--- src/sv/radio_command_receiver_top_macros.svh ---
// Assertion helpers for the receiver RTL.
`ifndef RADIO_COMMAND_RECEIVER_TOP_MACROS_SVH
`define RADIO_COMMAND_RECEIVER_TOP_MACROS_SVH

// Same-cycle implication, checked on the rising clock edge outside reset.
`define RCR_ASSERT_NOW(label, ante, cons, msg) \
  label: assert property (@(posedge clk) disable iff (!rst_n) (ante) |-> (cons)) \
    else $error(msg);

// Next-cycle implication, checked on the rising clock edge outside reset.
`define RCR_ASSERT_NEXT(label, ante, cons, msg) \
  label: assert property (@(posedge clk) disable iff (!rst_n) (ante) |=> (cons)) \
    else $error(msg);

`endif

--- src/sv/rcr_pkg.sv ---
`timescale 1ns / 1ps

package rcr_pkg;

  // Log geometry
  localparam int LOG_SLOTS = 512;
  localparam logic [9:0] LIST_LIMIT = 10'(LOG_SLOTS - 3);
  localparam logic [8:0] SLOT_WAKE = 9'((LOG_SLOTS - 3) % 512);
  localparam logic [8:0] SLOT_TIME = 9'((LOG_SLOTS - 2) % 512);
  localparam logic [8:0] SLOT_SEND = 9'((LOG_SLOTS - 1) % 512);

  localparam logic [15:0] IDLE_TIMEOUT_RESET = 16'd3000;
  localparam logic [15:0] IDLE_MAX = 16'hffff;

  // Register map (word index)
  localparam logic REG_NODE_ADDR    = 1'b0;
  localparam logic REG_IDLE_TIMEOUT = 1'b1;

  localparam logic KIND_PACKET = 1'b0;
  localparam logic KIND_TICK   = 1'b1;

  typedef enum logic [7:0] {
    TYPE_WAKE      = 8'h01,
    TYPE_TIME_CAL  = 8'h3e,
    TYPE_LIST_ST   = 8'h13,
    TYPE_LIST_DATA = 8'h25,
    TYPE_LIST_END  = 8'h57,
    TYPE_SEND      = 8'h42,
    TYPE_RESEND    = 8'hb3,
    TYPE_SLEEP     = 8'h85
  } pkt_type_t;

  typedef enum logic [2:0] {
    RSP_NONE    = 3'd0,
    RSP_WAKE    = 3'd1,
    RSP_TIME    = 3'd2,
    RSP_IDS_OK  = 3'd3,
    RSP_IDS_RST = 3'd4,
    RSP_SEND    = 3'd5,
    RSP_RESEND  = 3'd6,
    RSP_SLEEP   = 3'd7
  } rsp_t;

  typedef struct packed {
    logic       kind;
    logic [7:0] pkt_type;
    logic [7:0] pkt_address;
    logic [7:0] len_high;
    logic [7:0] len_low;
    logic [7:0] count_add;
  } rcr_item_t;

  typedef struct packed {
    rsp_t       response;
    logic       set_clock;
    logic       log_valid;
    logic [8:0] log_slot;
  } rcr_result_t;

  typedef struct packed {
    logic [15:0] band_length;
    logic [15:0] id_total;
    logic [9:0]  list_packets;
    logic [15:0] idle_count;
  } rcr_state_t;

endpackage

--- src/sv/radio_command_receiver_top.sv ---
`timescale 1ns / 1ps

// Radio command receiver: takes one beat per cycle, either a received packet
// (in_kind 0) or a one-millisecond tick (in_kind 1), and returns exactly one
// result beat for each. A beat goes into an input register, is decoded against
// the node state in one pass of short logic, and lands in a result register,
// so a new beat is taken every cycle as long as the result side keeps up;
// with out_ready low an empty input register still takes one more beat
// before in_ready drops. Packets for other addresses and unknown
// types give a result with response 0. The idle counter advances on ticks,
// saturates, and requests sleep (response 7) once it is strictly greater than
// idle_timeout_ms; any nonzero response clears it. Registers: node_address at
// byte address 0, idle_timeout_ms at byte address 4 (reset 3000); write them
// only while no beat is in flight.
module radio_command_receiver_top import rcr_pkg::*; (
  input  logic        clk,
  input  logic        rst_n,

  input  logic        in_valid,
  output logic        in_ready,
  input  logic        in_kind,
  input  logic [7:0]  in_pkt_type,
  input  logic [7:0]  in_pkt_address,
  input  logic [7:0]  in_len_high,
  input  logic [7:0]  in_len_low,
  input  logic [7:0]  in_count_add,

  output logic        out_valid,
  input  logic        out_ready,
  output logic [2:0]  out_response,
  output logic        out_set_clock,
  output logic        out_log_valid,
  output logic [8:0]  out_log_slot,

  input  logic        psel,
  input  logic        penable,
  input  logic        pwrite,
  input  logic [2:0]  paddr,
  input  logic [31:0] pwdata,
  output logic [31:0] prdata,
  output logic        pready
);

`include "radio_command_receiver_top_macros.svh"

  // Configuration registers
  logic [7:0]  node_address_r;
  logic [15:0] idle_timeout_r;
  logic        cfg_wr;

  // Pipeline stages
  logic        a_valid_r;
  rcr_item_t   a_item_r;
  logic        a_advance;
  logic        out_valid_r;
  rcr_result_t out_result_r;

  // Node state
  rcr_state_t  state_r;
  rcr_state_t  state_nxt;
  rcr_result_t result;

  assign pready = 1'b1;
  assign cfg_wr = psel && penable && pwrite && pready;

  always_ff @(posedge clk) begin
    if (!rst_n) begin
      node_address_r <= 8'd0;
      idle_timeout_r <= IDLE_TIMEOUT_RESET;
    end else if (cfg_wr) begin
      // Low address bits select a byte lane and are ignored
      if (paddr[2] == REG_NODE_ADDR) begin
        node_address_r <= pwdata[7:0];
      end else begin
        idle_timeout_r <= pwdata[15:0];
      end
    end
  end

  always_comb begin
    if (paddr[2] == REG_IDLE_TIMEOUT) begin
      prdata = {16'd0, idle_timeout_r};
    end else begin
      prdata = {24'd0, node_address_r};
    end
  end

  // Advance the decoded beat when the result register is empty or draining
  assign a_advance = a_valid_r && (!out_valid_r || out_ready);
  assign in_ready  = !a_valid_r || a_advance;

  always_ff @(posedge clk) begin
    if (!rst_n) begin
      a_valid_r <= 1'b0;
    end else if (in_ready) begin
      a_valid_r <= in_valid;
    end
  end

  always_ff @(posedge clk) begin
    if (in_valid && in_ready) begin
      a_item_r <= '{kind: in_kind, pkt_type: in_pkt_type, pkt_address: in_pkt_address,
                    len_high: in_len_high, len_low: in_len_low, count_add: in_count_add};
    end
  end

  rcr_decode u_decode (
    .item            (a_item_r),
    .state           (state_r),
    .node_address    (node_address_r),
    .idle_timeout_ms (idle_timeout_r),
    .result          (result),
    .state_nxt       (state_nxt)
  );

  // Commit state only when the beat moves on, so a stall never double-counts
  always_ff @(posedge clk) begin
    if (!rst_n) begin
      state_r <= '0;
    end else if (a_advance) begin
      state_r <= state_nxt;
    end
  end

  always_ff @(posedge clk) begin
    if (!rst_n) begin
      out_valid_r <= 1'b0;
    end else if (a_advance) begin
      out_valid_r <= 1'b1;
    end else if (out_ready) begin
      out_valid_r <= 1'b0;
    end
  end

  always_ff @(posedge clk) begin
    if (a_advance) begin
      out_result_r <= result;
    end
  end

  assign out_valid     = out_valid_r;
  assign out_response  = out_result_r.response;
  assign out_set_clock = out_result_r.set_clock;
  assign out_log_valid = out_result_r.log_valid;
  assign out_log_slot  = out_result_r.log_slot;

  `RCR_ASSERT_NEXT(a_accept_fills, in_valid && in_ready, a_valid_r, "accepted beat not held in input stage")
  `RCR_ASSERT_NOW(a_slot_clear, out_valid_r && !out_result_r.log_valid, out_result_r.log_slot == 9'd0, "log slot set without log")
  `RCR_ASSERT_NOW(a_clock_time, out_valid_r && out_result_r.set_clock, out_result_r.response == RSP_TIME, "clock set outside time ack")
  `RCR_ASSERT_NEXT(a_idle_clear, a_advance && result.response != RSP_NONE, state_r.idle_count == 16'd0, "idle count not cleared on response")

endmodule

--- src/sv/rcr_decode.sv ---
`timescale 1ns / 1ps

module rcr_decode import rcr_pkg::*; (
  input  rcr_item_t   item,
  input  rcr_state_t  state,
  input  logic [7:0]  node_address,
  input  logic [15:0] idle_timeout_ms,
  output rcr_result_t result,
  output rcr_state_t  state_nxt
);

  logic [15:0] idle_inc;

  always_comb begin
    idle_inc  = (state.idle_count == IDLE_MAX) ? IDLE_MAX : state.idle_count + 16'd1;
    result    = '{response: RSP_NONE, set_clock: 1'b0, log_valid: 1'b0, log_slot: 9'd0};
    state_nxt = state;

    if (item.kind == KIND_TICK) begin
      state_nxt.idle_count = idle_inc;
      if (idle_inc > idle_timeout_ms) begin
        result.response = RSP_SLEEP;
      end
    end else if (item.pkt_address == node_address) begin
      unique case (item.pkt_type)
        TYPE_WAKE: begin
          result.response  = RSP_WAKE;
          result.log_valid = 1'b1;
          result.log_slot  = SLOT_WAKE;
        end
        TYPE_TIME_CAL: begin
          result.response  = RSP_TIME;
          result.set_clock = 1'b1;
          result.log_valid = 1'b1;
          result.log_slot  = SLOT_TIME;
        end
        TYPE_LIST_ST: begin
          state_nxt.band_length  = {item.len_high, item.len_low};
          state_nxt.id_total     = 16'd0;
          state_nxt.list_packets = 10'd0;
        end
        TYPE_LIST_DATA: begin
          // Stop advancing once the list area of the log is full
          if (state.list_packets < LIST_LIMIT) begin
            result.log_valid       = 1'b1;
            result.log_slot        = state.list_packets[8:0];
            state_nxt.list_packets = state.list_packets + 10'd1;
          end
          state_nxt.id_total = state.id_total + {8'd0, item.count_add};
        end
        TYPE_LIST_END: begin
          result.response = (state.id_total == state.band_length) ? RSP_IDS_OK : RSP_IDS_RST;
        end
        TYPE_SEND: begin
          result.response  = RSP_SEND;
          result.log_valid = 1'b1;
          result.log_slot  = SLOT_SEND;
        end
        TYPE_RESEND: result.response = RSP_RESEND;
        TYPE_SLEEP:  result.response = RSP_SLEEP;
        default: ;
      endcase
    end

    if (result.response != RSP_NONE) begin
      state_nxt.idle_count = 16'd0;
    end
  end

endmodule

--- config.mk ---
export PLATFORM = sky130hd
export DESIGN_NAME = radio_command_receiver_top
export DESIGN_NICKNAME = d
export VERILOG_FILES = /design/src/sv/rcr_pkg.sv /design/src/sv/radio_command_receiver_top.sv /design/src/sv/rcr_decode.sv
export VERILOG_INCLUDE_DIRS = /design/src /design/src/sv
export SDC_FILE = /design/constraint.sdc
export NUM_CORES = 1
export LEC_CHECK = 0
export BUFFER_PORTS_ARGS = -buffer_cell sky130_fd_sc_hd__clkbuf_2
export CORE_ASPECT_RATIO = 0.6
export CORE_UTILIZATION = 45
export CTS_CLUSTER_SIZE = 16
export DETAILED_ROUTE_END_ITERATION = 10
export PLACE_DENSITY = 0.67
export REMOVE_ABC_BUFFERS = 1
export SKIP_LAST_GASP = 1
export SYNTH_ARGS = -nofsm -noshare
export SYNTH_HDL_FRONTEND = slang
export SYNTH_SLANG_ARGS = --single-unit
--- constraint.sdc ---
create_clock -name clk -period 4.13 [get_ports clk]
set_input_delay 0.413 -clock clk [delete_from_list [all_inputs] [get_ports clk]]
set_output_delay 0.413 -clock clk [all_outputs]
set_load 0.01 [all_outputs]
==> results.cfg, run 1 <==
[timing]
tightest_slew_ns = 0.978
clock_skew_ns = 0.0102
final_max_slew_viol_count = 0
max_slew_margin_pct = 34.8
fmax_ghz = 0.272
setup_tns_ns = 0
hold_viol = 0
setup_viol = 0
post-route-period-util_pct = 89.1
rsz0062_at_grt = false
fin_crit_ns = 3.68

[worst_setup_path]
path_buf_inv = 2
max_stage_delay_ns = 0.42
end_kind = flip-flop
cp_slowest_cell = a2111o_1
cp_cell_sequence = ha_1 -> nand3_1 -> nor3_2 -> nand4_1 -> buf_4 -> o21ai_0 -> ha_1 -> nand4_1 -> a2111o_1 -> a31oi_2 -> buf_4 -> nor3_1 -> a221o_1
setup.worst_path.class = reg2reg
cp_top_family = compound AO/OA/AOI/OAI gates
crit_arrival_ns = 3.99
critPathMaxFanout = 16
required_ns = 4.44
cp-start-kind = flip-flop

[cells_and_area]
area_delta_synth_final_pct = 16.5
layout-drive-gt1-share_pct = 20.0
nets = 930
fillCellCount = 1333
diodes = 0

[clocking]
clkTransAtPathRegs_ns = 0.06
clock_latency_ns = 0.42
hold_buffers = 0
cts_tree = built
clock_sinks = 139
post_cts_resize_count = 0
post-cts-setup-buffers = 0
ctsHtreeMaxLevel = 4
root_buffer = clkbuf_16
cts_buffer_depth = 2
cts-buffers-inserted = 17

[run]
drv_cap = 0

[route]
drt-total-wl_mm = 16.4
drc = 0
via_per_inst = 5.43
antenna_left = 0
wl_per_cell_microns = 16.0
vias = 5590
drtIter0Drc = 393
first_pass_iters = 5

[global_route]
grt_max_degree = 47
grt_pass1_vias = 5151
antenna_found_initial = 0
grt_first_pass_wirelength_mm = 26.6
overflow = 0
track_usage_pct = 21.5

[placement]
portBuffers = 96
place_congestion = 0.870
dp.final_hpwl_mm = 12.0

[floorplan]
ios = 132
die_h_microns = 98.3
die_area_sq_um = 16000
core-area_sq_um = 14800
initial_core_util_pct = 47.0
num_rows = 34
die_w_microns = 163

[min_path]
min_path_type = in2reg

[synth]
synthDistinctLibCells = 72
syn_area_sq_um = 6960
ys_ff_latch = 139
synth-seq-area-share_pct = 47.9
yosys_warnings = 0
synth-main-ff-cell = dfxtp_1
synth_edf_count = 55
syn_inst = 725
async_flop_share_pct = 0
syn_area_per_cell_sq_um = 9.60

[power]
leakage_uw = 0.00335
peakVddDrop_uv = 235
p_total_uw = 3120
cellPowerDensity_nw_per_um2 = 385

[status]
status = completed
-- Yosys cell counts, types with 3 or more instances --
cell      number  area [sq um]
clkbuf_1      13          48.8
dfxtp_1       84          1680
nor2b_1        5          31.3
a22oi_1        8          60.1
o21a_1        10          75.1
inv_1         24          90.1
and4b_1        3          30.0
and2_1         4          25.0
xor2_1        41           359
nor3_2         3          30.0
and3_1         6          37.5
o32ai_1        3          26.3
mux2_2         9           101
edfxtp_1      55          1650
or2_2          3          18.8
nand4_1       16           100
buf_2          4          20.0
nor4_1         7          43.8
o21ai_0       17          85.1
a21oi_1       52           260
nor3_1        17          85.1
nand3_1       33           165
buf_4         19           143
nor2_1        53           199
a211oi_1       4          30.0
buf_1          4          15.0
a221o_1        4          40.0
or3_1          5          31.3
a311oi_1       3          26.3
xnor2_1        5          43.8
o211ai_1       8          60.1
nand2_1      106           398
a22o_1         7          61.3
o21bai_1       5          37.5
nand4b_1       3          26.3
a21o_1         5          37.5
ha_1          27           338
and4_1         3          26.3
nand2b_1       6          37.5
-- stage by stage --
stage               util [%]  instance area (sq um)  worst slack (ns)  instances  hold WS (ns)
global placement        50.9                   7540             0.708        998         0.446
CTS                     54.7                   8110             0.528       1030         0.154
global route            54.7                   8110             0.219       1030         0.151
floorplan                  -                   6760             0.265        697         0.436
finish                  54.7                   8110             0.452       1030         0.164
detailed placement      50.9                   7540             0.549        998         0.449
-- layer usage --
layer / global-route usage (%) / vias to the layer above / share of wire [%]
li1: - / 2753 / -
met1: 32.4 / 2632 / 51
met2: 30.2 / 183 / 42
met3: 4.38 / 22 / 6.0
met4: 7.55 / 0 / 1.4
met5: 0 / - / 0
-- cell usage in the layout, fill, tap and decap left out, drive strengths merged, types with 21 or more instances in the layout --
master  netlist  layout
nand2       108     108
edfxtp       55      55
a21oi        53      53
clkbuf       14     114
nor2         55      55
xor2         41      41
inv          25      32
nand3        34      34
nor3         21      21
dfxtp        84      84
ha           27      27
-- where the power goes --
group	leakage [uW]	internal, uW	switching (uW)
combinational	0.00188	61.0	101
clock	0.000270	842	627
sequential	0.00120	1470	20.6
-- kinds of logic after synthesis --
group           Yosys count  synth area share [%]
xor+xnor                 46                  5.79
buf+inv                  69                  5.05
compound gates          142                  13.8
fa+ha+maj                28                  5.14
mux                       9                  1.46
flops                   139                  47.9
simple gates            290                  20.7
other cells               2                 0.108
-- cell type report --
| class | instances | area (sq um) | share of cell area [%] |
|---|---|---|---|
| multi-input cells | 532 | 3330 | 41.1 |
| well taps | 198 | 248 | 3.06 |
| repair buffers | 103 | 533 | 6.58 |
| clock inverters | 14 | 135 | 1.67 |
| clock buffers | 18 | 429 | 5.29 |
| flip-flops and latches | 139 | 3330 | 41.1 |
| inverters | 26 | 97.6 | 1.20 |
-- registers in the layout, summed over array words and instances (netlist names) --
name and cells:
a_item_r 41, a_valid_r 1, idle_timeout_r 16, node_address_r 8, out_log_slot 9, out_log_valid 1, out_response 3, out_set_clock 1
out_valid 1, state_r 58
-- final timing paths --
path	depth (start not counted)	slack (ns)	endpoint	startpoint
max	13	0.45	state_r[5]$_SDFFE_PN0P_	state_r[0]$_SDFFE_PN0P_
min	1	0.16	a_item_r[24]$_DFFE_PP_	in_pkt_address[0]
max reg2reg	13	0.45	state_r[5]$_SDFFE_PN0P_	state_r[0]$_SDFFE_PN0P_
min reg2reg	2	0.46	idle_timeout_r[13]$_SDFFE_PN0P_	idle_timeout_r[13]$_SDFFE_PN0P_
-- worst register-to-register path, stage by stage, from the launching register on --
cell	delay, ns
dfxtp_1	0.40
ha_1	0.26
nand3_1	0.14
nor3_2	0.40
nand4_1	0.30
buf_4	0.26
o21ai_0	0.17
ha_1	0.21
nand4_1	0.12
a2111o_1	0.42
a31oi_2	0.25
buf_4	0.27
nor3_1	0.09
a221o_1	0.27
No activity file was read; power rests on OpenSTA's default activity.
==> run 2: changes to the inputs <==
- REMOVE_ABC_BUFFERS: 1 -> unset
==> run 2 against run 1 <==
- global-route usage is 0.45 points higher
- sequential cell count unchanged
- clock-buffer cell count up 3
- register-to-register slack lost 0.09 ns
- clock power barely moved
- via count rose by 1.6%
- total power decreased by 0.86%
- non-clock buffer count fell by 1
- final cell count about the same
- critical endpoint is now state_r[2]$_SDFFE_PN0P_
- largest cell class unchanged
==> results.cfg, run 2 (synthesis results as in run 1) <==
[worst_setup_path]
setup.worst_path.class = reg2reg
r2r_slack_ns = 0.36
r2r-start = state_r[4]$_SDFFE_PN0P_
critPathMaxFanout = 16
crit-reg2reg-capture = state_r[2]$_SDFFE_PN0P_
end_kind = flip-flop
crit_arrival_ns = 4.12
required_ns = 4.49
cp-start-kind = flip-flop
reg2reg_depth = 12

[run]
drv_cap = 0

[timing]
fin_crit_ns = 3.77
post-route-period-util_pct = 91.2
hold_viol = 0
setup_viol = 0
tightest_slew_ns = 1.02
setup_tns_ns = 0
rsz0062_at_grt = false
final_max_slew_viol_count = 0
fmax_ghz = 0.265
fin_hold_ws_ns = 0.166
clock_skew_ns = 0.0133
max_slew_margin_pct = 32.0

[clocking]
cts_buffer_depth = 2
post-cts-setup-buffers = 0
root_buffer = clkbuf_16
clock_sinks = 139
hold_buffers = 0
post_cts_resize_count = 0
cts-buffers-inserted = 17
clkTransAtPathRegs_ns = 0.06
ctsHtreeMaxLevel = 4
cts_tree = built
clock_latency_ns = 0.42

[min_path]
whs_path_depth = 1
hold_end = a_item_r[18]$_DFFE_PP_
min_path_type = in2reg
min_from = in_len_high[2]

[global_route]
grt_first_pass_wirelength_mm = 27.0
grt_max_degree = 47
grt_pass1_vias = 5305
overflow = 0
track_usage_pct = 22.0
antenna_found_initial = 0

[floorplan]
die_h_microns = 98.3
num_rows = 34
core-area_sq_um = 14800
ios = 132
die_w_microns = 163
die_area_sq_um = 16000
initial_core_util_pct = 47.0

[power]
clock_power_share_pct = 46.6
leakage_uw = 0.00335
switchingPower_uw = 719
cellPowerDensity_nw_per_um2 = 382
peakVddDrop_uv = 203
power_frac_comb_pct = 5.2
switching_share_pct = 23.2
p_seq_share_pct = 48.2
internal_power_uw = 2370

[cells_and_area]
layout_common_cells = nand2_1, clkbuf_2, dfxtp_1
layout-drive-gt1-share_pct = 19.7
reg_top3 = state_r x58, a_item_r x41, idle_timeout_r x16
fin_util_pct = 54.7
regMostFlops = state_r
diodes = 0
largest_reg_flops = 58
nets = 929
fillCellCount = 1306
final_common_cell = nand2_1
area_delta_synth_final_pct = 16.4

[route]
vias = 5680
via_per_inst = 5.52
wl_per_cell_microns = 16.3
drt-total-wl_mm = 16.8
drc = 0
antenna_left = 0
drtIter0Drc = 396
first_pass_iters = 6

[placement]
place_congestion = 0.898
portBuffers = 96
dp.final_hpwl_mm = 12.2

[status]
status = completed
## run 2: cell count changes in the layout (fill, tap and decap cells not counted), sizes merged
cell	change
clkinv	+5
buf	-1
clkbuf	+3
inv	-4
bufinv	-1
clkinvlp	-3
## run 2: per-layer routing
| metal | vias to the layer above | global-route usage [%] | wire [microns] |
|---|---|---|---|
| li1 | 2758 | - | - |
| met1 | 2659 | 31.8 | 8200 |
| met2 | 238 | 32.0 | 7050 |
| met3 | 25 | 4.55 | 1280 |
| met4 | 0 | 8.49 | 291 |
| met5 | - | 0 | 0 |
## run 2: per-stage QoR
| step | total power (uW) | instances | instance area, sq um | setup slack, ns |
|---|---|---|---|---|
| global placement | 1670 | 997 | 7530 | 0.638 |
| detailed placement | 1680 | 997 | 7530 | 0.493 |
| floorplan | 1620 | 740 | 7010 | 0.664 |
| global route | 3190 | 1029 | 8100 | 0.154 |
| finish | 3090 | 1029 | 8100 | 0.362 |
| CTS | 3110 | 1029 | 8100 | 0.457 |
## run 2: area by class of cell
| cell class | instances | area, sq um | area share, % |
|---|---|---|---|
| clock buffer | 21 | 483 | 5.96 |
| inverter | 26 | 97.6 | 1.21 |
| sequential | 139 | 3330 | 41.2 |
| timing repair buffer | 102 | 526 | 6.49 |
| clock inverter | 11 | 82.6 | 1.02 |
| tap | 198 | 248 | 3.06 |
| multi-input combinational | 532 | 3330 | 41.1 |
## run 2: critical path, cell delays in order (launching register included)
cell,delay (ns)
dfxtp_1,0.47
nand3_1,0.26
nor4_1,0.53
nand3_1,0.20
nor3_1,0.27
a21oi_1,0.08
ha_1,0.32
nand4_1,0.24
o41ai_1,0.51
a31oi_2,0.09
buf_4,0.23
o32ai_1,0.35
a22o_1,0.18
## run 2: how the worst max path moves through the flow
| stage | from | to | slack (ns) | cells past startpoint |
|---|---|---|---|---|
| after floorplan | state_r[0]$_SDFFE_PN0P_ | state_r[5]$_SDFFE_PN0P_ | 0.66 | 13 |
| after global placement | state_r[0]$_SDFFE_PN0P_ | state_r[5]$_SDFFE_PN0P_ | 0.64 | 13 |
| after detailed placement | state_r[4]$_SDFFE_PN0P_ | state_r[6]$_SDFFE_PN0P_ | 0.49 | 12 |
| after CTS | state_r[4]$_SDFFE_PN0P_ | state_r[2]$_SDFFE_PN0P_ | 0.46 | 12 |
| after global routing | state_r[0]$_SDFFE_PN0P_ | state_r[2]$_SDFFE_PN0P_ | 0.15 | 14 |
| final | state_r[4]$_SDFFE_PN0P_ | state_r[2]$_SDFFE_PN0P_ | 0.36 | 12 |
## run 2: power groups by stage
stage               Clock (uW)  Sequential [uW]  Combinational [uW]
floorplan                    0             1520                 103
global placement             0             1520                 155
detailed placement           0             1520                 161
CTS                       1460             1490                 162
global route              1520             1490                 179
finish                    1440             1490                 162
